File: src/rtl/core/weas_pkg.sv
// ----------------------------------------------------------------------------
// Weekly event alarm scheduler package
// Shared types and constants for the alarm scheduler core and its cells.
// ----------------------------------------------------------------------------
package weas_pkg;

    localparam logic [1:0] CMD_TICK          = 2'd0;
    localparam logic [1:0] CMD_WRITE_EVENT   = 2'd1;
    localparam logic [1:0] CMD_WRITE_HOLIDAY = 2'd2;

    localparam logic [1:0] CFG_VAC_START = 2'd0;
    localparam logic [1:0] CFG_VAC_END   = 2'd1;

    localparam logic [31:0] DAY_SECONDS  = 32'd86400;
    localparam logic [31:0] HOUR_SECONDS = 32'd3600;
    localparam logic [21:0] SECS_PER_MIN = 22'd60;
    localparam logic [16:0] DAILY_WINDOW = 17'd30;

    typedef enum logic [1:0] {
        ST_IDLE,
        ST_HOLIDAY,
        ST_EVENT,
        ST_EMIT
    } t_state;

    typedef struct packed {
        logic        enabled;
        logic        periodic;
        logic [15:0] minute;
        logic [7:0]  weekdays;
        logic        on_holiday;
        logic        on_vacation;
    } t_entry;

    typedef struct packed {
        logic       we;
        logic [2:0] slot;
        t_entry     entry;
    } t_event_wr;

    typedef struct packed {
        logic        we;
        logic [2:0]  slot;
        logic [31:0] date;
    } t_holiday_wr;

    typedef struct packed {
        logic        go;
        logic [31:0] now;
        logic        hit;
    } t_htok;

    typedef struct packed {
        logic        go;
        logic [31:0] now;
        logic [10:0] mod;
        logic [2:0]  wd;
        logic        holiday;
        logic        vacation;
    } t_etok;

endpackage

File: src/rtl/core/weas_holiday_cell.sv
// ----------------------------------------------------------------------------
// Holiday cell
// Holds one holiday date and folds its day test into the passing token.
// ----------------------------------------------------------------------------
module weas_holiday_cell
    import weas_pkg::*;
#(
    parameter int unsigned IDX = 0
) (
    input  logic        i_clk,
    input  logic        i_rst_n,
    input  t_holiday_wr i_wr,
    input  t_htok       i_tok,
    output t_htok       o_tok
);

    logic [31:0] r_date;
    t_htok       r_tok;
    logic        in_day;

    assign in_day = (i_tok.now > r_date) && (i_tok.now < (r_date + DAY_SECONDS));

    always_ff @(posedge i_clk) begin
        r_tok.now <= i_tok.now;
        r_tok.hit <= i_tok.hit | in_day;
        if (!i_rst_n) begin
            r_date   <= '0;
            r_tok.go <= 1'b0;
        end else begin
            if (i_wr.we && (32'(i_wr.slot) == 32'(IDX))) begin
                r_date <= i_wr.date;
            end
            r_tok.go <= i_tok.go;
        end
    end

    assign o_tok = r_tok;

endmodule

File: src/rtl/core/weas_event_cell.sv
// ----------------------------------------------------------------------------
// Event cell
// Holds one alarm entry with its last firing time and tests it as the tick
// token passes.
// ----------------------------------------------------------------------------
module weas_event_cell
    import weas_pkg::*;
#(
    parameter int unsigned IDX = 0
) (
    input  logic      i_clk,
    input  logic      i_rst_n,
    input  t_event_wr i_wr,
    input  t_etok     i_tok,
    output t_etok     o_tok,
    output logic      o_fire
);

    t_entry      r_entry;
    logic [31:0] r_last;
    t_etok       r_tok;

    logic [21:0] period_s;
    logic [31:0] back;
    logic        in_window;
    logic        old_enough;
    logic        day_ok;
    logic        fire;

    always_comb begin
        period_s   = 22'(r_entry.minute) * SECS_PER_MIN;
        back       = i_tok.now - 32'(period_s);
        in_window  = (16'(i_tok.mod) >= r_entry.minute) &&
                     (17'(i_tok.mod) < (17'(r_entry.minute) + DAILY_WINDOW));
        old_enough = r_last < (i_tok.now - HOUR_SECONDS);
        day_ok     = (i_tok.holiday && r_entry.on_holiday) ||
                     (i_tok.vacation && r_entry.on_vacation) ||
                     r_entry.weekdays[i_tok.wd];
        fire       = i_tok.go && r_entry.enabled &&
                     (r_entry.periodic ? (r_last <= back)
                                       : (in_window && old_enough && day_ok));
    end

    always_ff @(posedge i_clk) begin
        r_tok.now      <= i_tok.now;
        r_tok.mod      <= i_tok.mod;
        r_tok.wd       <= i_tok.wd;
        r_tok.holiday  <= i_tok.holiday;
        r_tok.vacation <= i_tok.vacation;
        if (!i_rst_n) begin
            r_entry  <= '0;
            r_last   <= '0;
            r_tok.go <= 1'b0;
        end else begin
            if (i_wr.we && (32'(i_wr.slot) == 32'(IDX))) begin
                r_entry <= i_wr.entry;
            end
            if (fire) begin
                r_last <= i_tok.now;
            end
            r_tok.go <= i_tok.go;
        end
    end

    assign o_tok  = r_tok;
    assign o_fire = fire;

endmodule

File: src/rtl/core/weekly_event_alarm_scheduler_core.sv
// ----------------------------------------------------------------------------
// Weekly event alarm scheduler core
// Checks a row of alarm entries on every tick and reports the ones that fire.
// ----------------------------------------------------------------------------
// Usage: requests arrive on the input channel (i_in_valid, o_in_stall) and
// carry a command. A write of an entry or a holiday date takes effect in the
// cycle it is accepted and produces no result. A tick sends a token first
// along the row of holiday cells, one cell per cycle, then along the row of
// alarm cells, one cell per cycle, then walks the fire mask one index per
// cycle, waiting at a fired entry while the result register is held, and
// emits one result per fired entry in ascending index order, with
// o_out_last_fired set on the last one. A tick therefore occupies the core
// until both cell rows are passed and the result scan is done. Input stall is
// held high for that whole time. A tick with no firing entry gives no result.
// The result register holds its value while i_out_stall is high, and the
// scan waits for it. The vacation registers are written through the cfg
// channel, which is always ready. Synchronous reset clears all entries, last
// firing times, holiday dates and the vacation registers.
// ----------------------------------------------------------------------------
module weekly_event_alarm_scheduler_core
    import weas_pkg::*;
#(
    parameter int unsigned EVENT_SLOTS   = 8,
    parameter int unsigned HOLIDAY_SLOTS = 4
) (
    input  logic        i_clk,
    input  logic        i_rst_n,
    input  logic        i_cfg_valid,
    output logic        o_cfg_ready,
    input  logic [1:0]  i_cfg_index,
    input  logic [31:0] i_cfg_data,
    input  logic        i_in_valid,
    output logic        o_in_stall,
    input  logic [1:0]  i_in_cmd,
    input  logic [31:0] i_in_time_seconds,
    input  logic [10:0] i_in_minute_now,
    input  logic [2:0]  i_in_weekday_now,
    input  logic [2:0]  i_in_slot,
    input  logic        i_in_entry_enabled,
    input  logic        i_in_entry_periodic,
    input  logic [15:0] i_in_entry_minute,
    input  logic [7:0]  i_in_entry_weekdays,
    input  logic        i_in_entry_on_holiday,
    input  logic        i_in_entry_on_vacation,
    input  logic [31:0] i_in_holiday_date,
    output logic        o_out_valid,
    input  logic        i_out_stall,
    output logic [2:0]  o_out_fired_index,
    output logic        o_out_last_fired
);

    localparam int unsigned IW = (EVENT_SLOTS > 1) ? $clog2(EVENT_SLOTS) : 1;

    t_state                 r_state;
    t_state                 n_state;
    logic [31:0]            r_vac_start;
    logic [31:0]            r_vac_end;
    logic [10:0]            r_mod;
    logic [2:0]             r_wd;
    t_htok                  r_htok;
    t_etok                  r_etok;
    logic [EVENT_SLOTS-1:0] r_mask;
    logic [IW-1:0]          r_idx;
    logic                   r_out_valid;
    logic [2:0]             r_out_index;
    logic                   r_out_last;

    t_htok                  htok [0:HOLIDAY_SLOTS];
    t_etok                  etok [0:EVENT_SLOTS];
    logic [EVENT_SLOTS-1:0] fire_vec;
    t_event_wr              ev_wr;
    t_holiday_wr            hol_wr;
    logic                   in_accept;
    logic                   tick_start;
    logic                   vacation;
    logic                   out_free;
    logic                   emit;
    logic [EVENT_SLOTS-1:0] mask_after;

    assign in_accept  = i_in_valid && !o_in_stall;
    assign tick_start = in_accept && (i_in_cmd == CMD_TICK);

    always_comb begin
        ev_wr.we                = in_accept && (i_in_cmd == CMD_WRITE_EVENT);
        ev_wr.slot              = i_in_slot;
        ev_wr.entry.enabled     = i_in_entry_enabled;
        ev_wr.entry.periodic    = i_in_entry_periodic;
        ev_wr.entry.minute      = i_in_entry_minute;
        ev_wr.entry.weekdays    = i_in_entry_weekdays;
        ev_wr.entry.on_holiday  = i_in_entry_on_holiday;
        ev_wr.entry.on_vacation = i_in_entry_on_vacation;
        hol_wr.we               = in_accept && (i_in_cmd == CMD_WRITE_HOLIDAY);
        hol_wr.slot             = i_in_slot;
        hol_wr.date             = i_in_holiday_date;
    end

    always_ff @(posedge i_clk) begin
        if (!i_rst_n) begin
            r_vac_start <= '0;
            r_vac_end   <= '0;
        end else if (i_cfg_valid) begin
            unique case (i_cfg_index)
                CFG_VAC_START: r_vac_start <= i_cfg_data;
                CFG_VAC_END:   r_vac_end   <= i_cfg_data;
                default: ;
            endcase
        end
    end

    assign htok[0] = r_htok;
    assign vacation = (htok[HOLIDAY_SLOTS].now > r_vac_start) &&
                      (htok[HOLIDAY_SLOTS].now < (r_vac_end + DAY_SECONDS));

    always_ff @(posedge i_clk) begin
        if (tick_start) begin
            r_htok.now <= i_in_time_seconds;
            r_mod      <= i_in_minute_now;
            r_wd       <= i_in_weekday_now;
        end
        r_htok.hit     <= 1'b0;
        r_etok.now     <= htok[HOLIDAY_SLOTS].now;
        r_etok.mod     <= r_mod;
        r_etok.wd      <= r_wd;
        r_etok.holiday <= htok[HOLIDAY_SLOTS].hit;
        r_etok.vacation <= vacation;
        if (!i_rst_n) begin
            r_htok.go <= 1'b0;
            r_etok.go <= 1'b0;
        end else begin
            r_htok.go <= tick_start;
            r_etok.go <= htok[HOLIDAY_SLOTS].go;
        end
    end

    genvar g;
    generate
        for (g = 0; g < HOLIDAY_SLOTS; g++) begin : g_hol
            weas_holiday_cell #(
                .IDX(g)
            ) u_cell (
                .i_clk  (i_clk),
                .i_rst_n(i_rst_n),
                .i_wr   (hol_wr),
                .i_tok  (htok[g]),
                .o_tok  (htok[g+1])
            );
        end
    endgenerate

    assign etok[0] = r_etok;

    generate
        for (g = 0; g < EVENT_SLOTS; g++) begin : g_evt
            weas_event_cell #(
                .IDX(g)
            ) u_cell (
                .i_clk  (i_clk),
                .i_rst_n(i_rst_n),
                .i_wr   (ev_wr),
                .i_tok  (etok[g]),
                .o_tok  (etok[g+1]),
                .o_fire (fire_vec[g])
            );
        end
    endgenerate

    always_comb begin
        out_free          = !r_out_valid || !i_out_stall;
        mask_after        = r_mask;
        mask_after[r_idx] = 1'b0;
        emit              = 1'b0;
        n_state           = r_state;
        unique case (r_state)
            ST_IDLE: begin
                if (tick_start) begin
                    n_state = ST_HOLIDAY;
                end
            end
            ST_HOLIDAY: begin
                if (htok[HOLIDAY_SLOTS].go) begin
                    n_state = ST_EVENT;
                end
            end
            ST_EVENT: begin
                if (etok[EVENT_SLOTS].go) begin
                    n_state = (r_mask == '0) ? ST_IDLE : ST_EMIT;
                end
            end
            ST_EMIT: begin
                if (r_mask[r_idx]) begin
                    emit = out_free;
                    if (out_free && (mask_after == '0)) begin
                        n_state = ST_IDLE;
                    end
                end
            end
            default: n_state = ST_IDLE;
        endcase
    end

    always_ff @(posedge i_clk) begin
        if (!i_rst_n) begin
            r_state <= ST_IDLE;
        end else begin
            r_state <= n_state;
        end
    end

    always_ff @(posedge i_clk) begin
        if (!i_rst_n) begin
            r_mask <= '0;
            r_idx  <= '0;
        end else if (tick_start) begin
            r_mask <= '0;
            r_idx  <= '0;
        end else if (r_state == ST_EVENT) begin
            r_mask <= r_mask | fire_vec;
        end else if (r_state == ST_EMIT) begin
            if (emit) begin
                r_mask <= mask_after;
                r_idx  <= r_idx + 1'b1;
            end else if (!r_mask[r_idx]) begin
                r_idx  <= r_idx + 1'b1;
            end
        end
    end

    always_ff @(posedge i_clk) begin
        if (!i_rst_n) begin
            r_out_valid <= 1'b0;
        end else if (emit) begin
            r_out_valid <= 1'b1;
        end else if (!i_out_stall) begin
            r_out_valid <= 1'b0;
        end
    end

    always_ff @(posedge i_clk) begin
        if (emit) begin
            r_out_index <= 3'(r_idx);
            r_out_last  <= (mask_after == '0);
        end
    end

    assign o_cfg_ready       = 1'b1;
    assign o_in_stall        = (r_state != ST_IDLE);
    assign o_out_valid       = r_out_valid;
    assign o_out_fired_index = r_out_index;
    assign o_out_last_fired  = r_out_last;

endmodule

File: config.mk
export PLATFORM = sky130hd
export DESIGN_NAME = weekly_event_alarm_scheduler_core
export DESIGN_NICKNAME = d
export VERILOG_FILES = /design/src/rtl/core/weas_pkg.sv /design/src/rtl/core/weas_holiday_cell.sv /design/src/rtl/core/weas_event_cell.sv /design/src/rtl/core/weekly_event_alarm_scheduler_core.sv
export SDC_FILE = /design/constraint.sdc
export NUM_CORES = 2
export LEC_CHECK = 0
export BUFFER_PORTS_ARGS = -buffer_cell sky130_fd_sc_hd__buf_4
export CAP_MARGIN = 20
export CORE_ASPECT_RATIO = 0.8
export CORE_MARGIN = 3
export CORE_UTILIZATION = 23
export CTS_CLUSTER_SIZE = 20
export DETAILED_ROUTE_END_ITERATION = 10
export HOLD_SLACK_MARGIN = 0.06
export PLACE_DENSITY_LB_ADDON = 0.15
export SLEW_MARGIN = 20
export SYNTH_ARGS = -nofsm -noshare
export SYNTH_HDL_FRONTEND = slang
export SYNTH_HIERARCHICAL = 1
export SYNTH_SLANG_ARGS = --single-unit
File: constraint.sdc
create_clock -name i_clk -period 7.2 [get_ports i_clk]
set_input_delay 1.08 -clock i_clk [delete_from_list [all_inputs] [get_ports i_clk]]
set_output_delay 1.08 -clock i_clk [all_outputs]
set_load 0.01 [all_outputs]
# ---- Word-level counts from Yosys, hierarchy flattened
# Cells that the tools add are included.
dict set report classes {
  addsub 30
  multipliers 8
  div 0
  magnitude_cmp 52
  eq_ne 20
  shift 0
  n_mux 44
  bitwise 8
  n_reduce_logical 114
}
# op n
set ops {}
lappend ops {{less-than comparator 32 bit} 13}
lappend ops {{<= comparator 32 bit} 8}
lappend ops {{subtractor 32 x 12 -> 32 bit, second input constant} 8}
lappend ops {{subtractor 32 x 22 -> 32 bit} 8}
lappend ops {{adder 32 x 17 -> 32 bit, second input constant} 5}
lappend ops {{greater-than comparator 32 bit} 5}
lappend ops {{multiplier 16 x 4 -> 20 bit, second input constant} 8}
lappend ops {{adder 16 x 5 -> 17 bit, second input constant} 8}
lappend ops {{less-than comparator 11 x 17 -> 1 bit} 8}
lappend ops {{>= comparator 11 x 16 -> 1 bit} 8}
lappend ops {{logical AND 1 bit} 79}
lappend ops {{less-than comparator 3 x 4 -> 1 bit, second input constant} 9}
lappend ops {{binary-select mux 1 bit (select 3 bit)} 9}
lappend ops {{two-way mux 8 bit} 3}
lappend ops {{two-way mux 1 bit} 22}
lappend ops {{logical OR 1 bit} 17}
lappend ops {{logical NOT 8 bit} 2}
lappend ops {{equality test 3 bit, second input constant} 4}
lappend ops {{two-way mux 2 bit} 6}
lappend ops {{bitwise AND 8 bit} 1}
lappend ops {{inequality test 2 bit, second input constant} 4}
lappend ops {{NOT 8 bit} 1}
lappend ops {{bitwise OR 8 bit} 1}
lappend ops {{case mux 2 bit (4 select lines)} 1}
lappend ops {{19 further kinds} 38}
dict set report totals {
  reg_bits 1266
  latchBits 0
  ram_bits 0
  romBits 0
  inputBits 150
  out_inout_bits 7
  word_cells 409
  n_memories 0
}

# ---- Logic depth before layout (Yosys ltp)
dict set report logic_depth {
  ltp_word 11
  ltp_mapped 33
}

# ---- Modules after synthesis
# Netlist, hierarchy kept.
# mod instances cells_per_inst area_each_um2 seq_area_each_um2
set modules_own_cells {}
lappend modules_own_cells {{weas_event_cell at g_evt[1].u_cell} 1 968 8790.9 2182.1}
lappend modules_own_cells {{weas_event_cell at g_evt[2].u_cell} 1 967 8637.0 2182.1}
lappend modules_own_cells {{weas_event_cell at g_evt[3].u_cell} 1 971 8617.0 2182.1}
lappend modules_own_cells {{weas_event_cell at g_evt[0].u_cell} 1 971 8582.0 2182.1}
lappend modules_own_cells {{weas_event_cell at g_evt[5].u_cell} 1 971 8575.7 2182.1}
lappend modules_own_cells {{weas_event_cell at g_evt[4].u_cell} 1 972 8572.0 2182.1}
lappend modules_own_cells {{weas_event_cell at g_evt[6].u_cell} 1 962 8557.0 2182.1}
lappend modules_own_cells {{weas_event_cell at g_evt[7].u_cell} 1 962 8553.2 2182.1}
lappend modules_own_cells {weekly_event_alarm_scheduler_core 1 771 7599.8 4063.9}
lappend modules_own_cells {{weas_holiday_cell at g_hol[1].u_cell ...} 2 410 3669.8 1321.3}
lappend modules_own_cells {{weas_holiday_cell at g_hol[0].u_cell} 1 409 3672.3 1321.3}
lappend modules_own_cells {{weas_holiday_cell at g_hol[3].u_cell} 1 409 3663.5 1321.3}

# ---- Worst setup path before layout
# Ideal clock, no wire load.
dict set report synth_timing {
  path_kind {flip-flop to flip-flop}
  startpoint {reg g_evt[2].u_cell/r_entry[15] in the netlist's numbering}
  endpoint {reg g_evt[2].u_cell.r_last[10]}
  setup_ps 72
  arrival_ps 7196
  required_ps 7128
  path_slack_ps -68
  path_stages_with_launch 30
  path_buffers 1
  period_less_slack_ps 7268
  path_cell_list {dfxtp_1 > inv_1 > fa_1 > inv_1 > fa_1 > ha_1 > a21oi_1 > nand2_1 > o21ai_0 > o31ai_1 > o221a_2 > a21o_1 > a21oi_1 > xor2_1 > ha_1 > and4_1 > a221o_1 > o21bai_1 > a2111oi_4 > o21bai_1 > xor2_1 > ha_1 > nand4_2 > nor4_2 > nor3b_1 > nand2_1 > a31o_1 > a311oi_4 > buf_6 > mux2i_1}
}
dict set report synth_via {
  elab_chain_cells 7
  elab_cells_between_ends 11
  classes_between {add/sub: 2; mul: 1; order compare: 3; mux: 1; reduce/logical: 4}
}
# item line
set synth_lines {}
lappend synth_lines {{start: declaration} weas_event_cell.sv:19} ;# t_entry r_entry;
lappend synth_lines {{start signal: assignment} weas_event_cell.sv:56} ;# r_entry <= i_wr.entry;
lappend synth_lines {{branches (longest 5 deep; another with subtractor 32 x 22 -> 32 bit)} -}
lappend synth_lines {{two-way mux 1 bit *} weas_event_cell.sv:40} ;# (r_entry.periodic ? (r_last <= back)
lappend synth_lines {{logical AND 1 bit *} weas_event_cell.sv:39} ;# fire = i_tok.go && r_entry.enabled &&
lappend synth_lines {{end signal: assignment} weas_event_cell.sv:59} ;# r_last <= i_tok.now;
lappend synth_lines {{end: declaration} weas_event_cell.sv:20} ;# logic [31:0] r_last;
# Mark *: on every way between the ends.
# A chain may end at the register's enable or synchronous reset.

# ---- Final worst setup path
dict set report layout_timing {
  startpoint {reg g_evt[7].u_cell/r_entry[12] in the netlist's numbering}
  endpoint {reg g_evt[7].u_cell.r_last[18]}
}
dict set report layout_via {
  elab_chain_cells 7
  elab_cells_between_ends 11
  classes_between {add/sub: 2; mul: 1; order compare: 3; mux: 1; reduce/logical: 4}
}
# item line
set layout_lines {}
lappend layout_lines {{start: declaration} weas_event_cell.sv:19}
lappend layout_lines {{start signal: assignment} weas_event_cell.sv:56}
lappend layout_lines {{branches (longest 5 deep; another with subtractor 32 x 22 -> 32 bit)} -}
lappend layout_lines {{two-way mux 1 bit *} weas_event_cell.sv:40}
lappend layout_lines {{logical AND 1 bit *} weas_event_cell.sv:39}
lappend layout_lines {{net fire_vec[7]} weekly_event_alarm_scheduler_core.sv:70} ;# logic [EVENT_SLOTS-1:0] fire_vec;
lappend layout_lines {{end signal: assignment} weas_event_cell.sv:59}
lappend layout_lines {{end: declaration} weas_event_cell.sv:20}
# Mark *: on every way through the listed nets, which the timed path passes.

==> flow_summary.toml <==
[global_routing]
met3_usage = 0.0256
grt_pass1_vias = 74000
grt_max_degree = 173
grt_use_met2 = 0.244
met1_usage = 0.220
globalRoute.busiestLayer = "met2"
grt-ovfl-total = 0
antenna_found_initial = 65
grt_pass1_wl_um = 479000
grt_use_total = 0.156

[sta]
rsz0062_at_grt = "yes"
tightest_slew_ps = 1070
hold_violations = 0
fmaxAchievable_mhz = 137
setup_violations = 32
drv_slew = 0
whs_ps = 338
period_minus_slack_ps = 7320
setup_tns_ps = -1860
setup_slack_ps = -116
finalCritPeriodShare = 1.02
clock_skew_ps = 58.5
maxSlewHeadroom = 0.285

[power_and_ir_drop]
power_leakage_nw = 45.5
power.density_mw_per_mm2 = 160
p_total_mw = 17.6
ir_drop_mv = 0.156

[detailed_routing]
route.vias.total = 73900
drt_iter0_drc = 4038
drc = 0
vias_per_cell = 4.57
wirelength_um = 323000
wire_per_inst_um = 20.0
ant_nets = 0
firstDrtPassIters = 6

[cts]
clkLatencyLatePin_ps = 860
cts_sinks = 1266
clock_path_buffers = 4
cts_root_buffer = "clkbuf_16"
ctsHoldBuffers = 0
numCtsBuffers = 163
path_clk_slew_ps = 60
cts_htree_levels = 4
cts_tree = "yes"

[floorplanning]
num_rows = 205
core-area_sq_mm = 0.390
die_y_um = 566
die_area_sq_mm = 0.400
ios = 157
initial_core_util = 0.231
die_width_um = 706

[critical_path]
crit_top_cell = "a21o_1"
crit_path_start_kind = "register"
arrival_ps = 8060
cp_max_fo = 6
slowest_stage = "fa_2"
critPathCaptureType = "register"
worst-setup-path-type = "reg -> reg"
cp_num_buf_inv = 4
cp_top_family = "adder cells"
worst_ep_required_time_ps = 7950
cp_slowest_stage_delay_ps = 600

[place]
pre_cts_slack_ps = -975
dp_hpwl_um = 251000
io_buffer_count = 155
gp_congestion = 0.839
placed_cell_area_sq_mm = 0.101
dp.cells = 15800

[status]
violations = "negative setup slack"
outcome = "complete, but fails checks"

[synth]
syn_avg_cell_area_sq_um = 8.93
synth_cells = 10100
synthesis.area_sq_mm = 0.0902
synth_warnings = 6

[final_layout]
post_route_cells_drive_above_1_share = 0.147
fin_area_sq_mm = 0.110
fin_cells = 16200
areaGrowthSynthToFinish_pct = 21.8
finish.utilization = 0.282
nNetsFinal = 12700

[hold_path]
min-delay-path-class = "reg -> reg"

[flow_run]
cap_violations = 0
[worst register-to-register path: cells and delay by family, from the launching register on]
family / cells / cell delay [ps]
adder cells (fa/ha/maj): 5 / 1980
AO/OA/AOI/OAI: 10 / 1910
AND/OR/NAND/NOR: 9 / 1800
buffers and inverters: 4 / 630
flip-flops: 1 / 360
XOR/XNOR: 2 / 340
multiplexers: 1 / 200
[placed cells by master (no fill, tap or decap), types with 166 or more instances in the layout]
| master | instances |
|---|---|
| a21boi_0 | 357 |
| a21o_1 | 168 |
| a21oi_1 | 519 |
| buf_4 | 756 |
| clkbuf_16 | 179 |
| dfxtp_1 | 1193 |
| fa_1 | 226 |
| ha_1 | 1434 |
| inv_1 | 635 |
| mux2i_1 | 176 |
| nand2_1 | 1686 |
| nand3_1 | 212 |
| nand4_1 | 166 |
| nor2_1 | 393 |
| o21ai_0 | 245 |
| xnor2_1 | 425 |
| xor2_1 | 272 |
[per-layer routing]
layer / vias to the layer above / routed length (um) / part of all wire
met5: - / 128 / 0.00040
met4: 18 / 7750 / 0.024
met3: 361 / 15500 / 0.048
met2: 1335 / 141000 / 0.44
met1: 35300 / 159000 / 0.49
li1: 36900 / - / -
[path summary, 6_finish.rpt]
check | start | to | slack, ps | cells after the start
worst max-delay path | g_evt[7].u_cell/r_entry[12] | g_evt[7].u_cell/r_last[18] | -120 | 31
worst min-delay path | g_evt[1].u_cell/o_tok[1] | g_evt[2].u_cell/o_tok[1] | 340 | 0
worst max register to register | g_evt[7].u_cell/r_entry[12] | g_evt[7].u_cell/r_last[18] | -120 | 31
worst min register to register | g_evt[1].u_cell/o_tok[1] | g_evt[2].u_cell/o_tok[1] | 340 | 0
[state kept, by name, summed over array words and instances (netlist names)]
| register | cells |
|---|---|
| r_idx | 3 |
| o_out_last_fired | 1 |
| g_evt.u_cell/o_tok | 344 |
| r_state | 2 |
| r_vac_end | 32 |
| r_mask | 8 |
| r_wd | 3 |
| o_out_fired_index | 3 |
| g_evt.u_cell/r_entry | 224 |
| g_hol.u_cell/r_date | 128 |
| g_hol.u_cell/o_tok | 136 |
| etok | 49 |
| o_out_valid | 1 |
| g_evt.u_cell/r_last | 256 |
| r_mod | 11 |
| htok | 33 |
| r_vac_start | 32 |
[power breakdown]
group	switching [mW]	internal (mW)	total, mW
Sequential	0.223	7.17	7.39
Clock	3.62	4.98	8.60
Combinational	0.922	0.650	1.57
Total	4.77	12.8	17.6
[area by class of cell]
type	count	area (sq um)
Inverter	656	2470
Fill cell	41200	280000
Tap cell	5175	6470
Sequential cell	1266	25900
Timing Repair Buffer	832	7110
Clock inverter	90	1040
Clock buffer	205	4490
Antenna cell	26	65.1
Multi-Input combinational cell	7918	62300
[timing repair]
action	4_1_cts	5_1_grt
endpoints found under the setup margin	245	264
setup buffers	33	35
pin swaps	77	232
cloned	12	15
gates resized for setup	162	309
(Power assumes the default switching activity.)
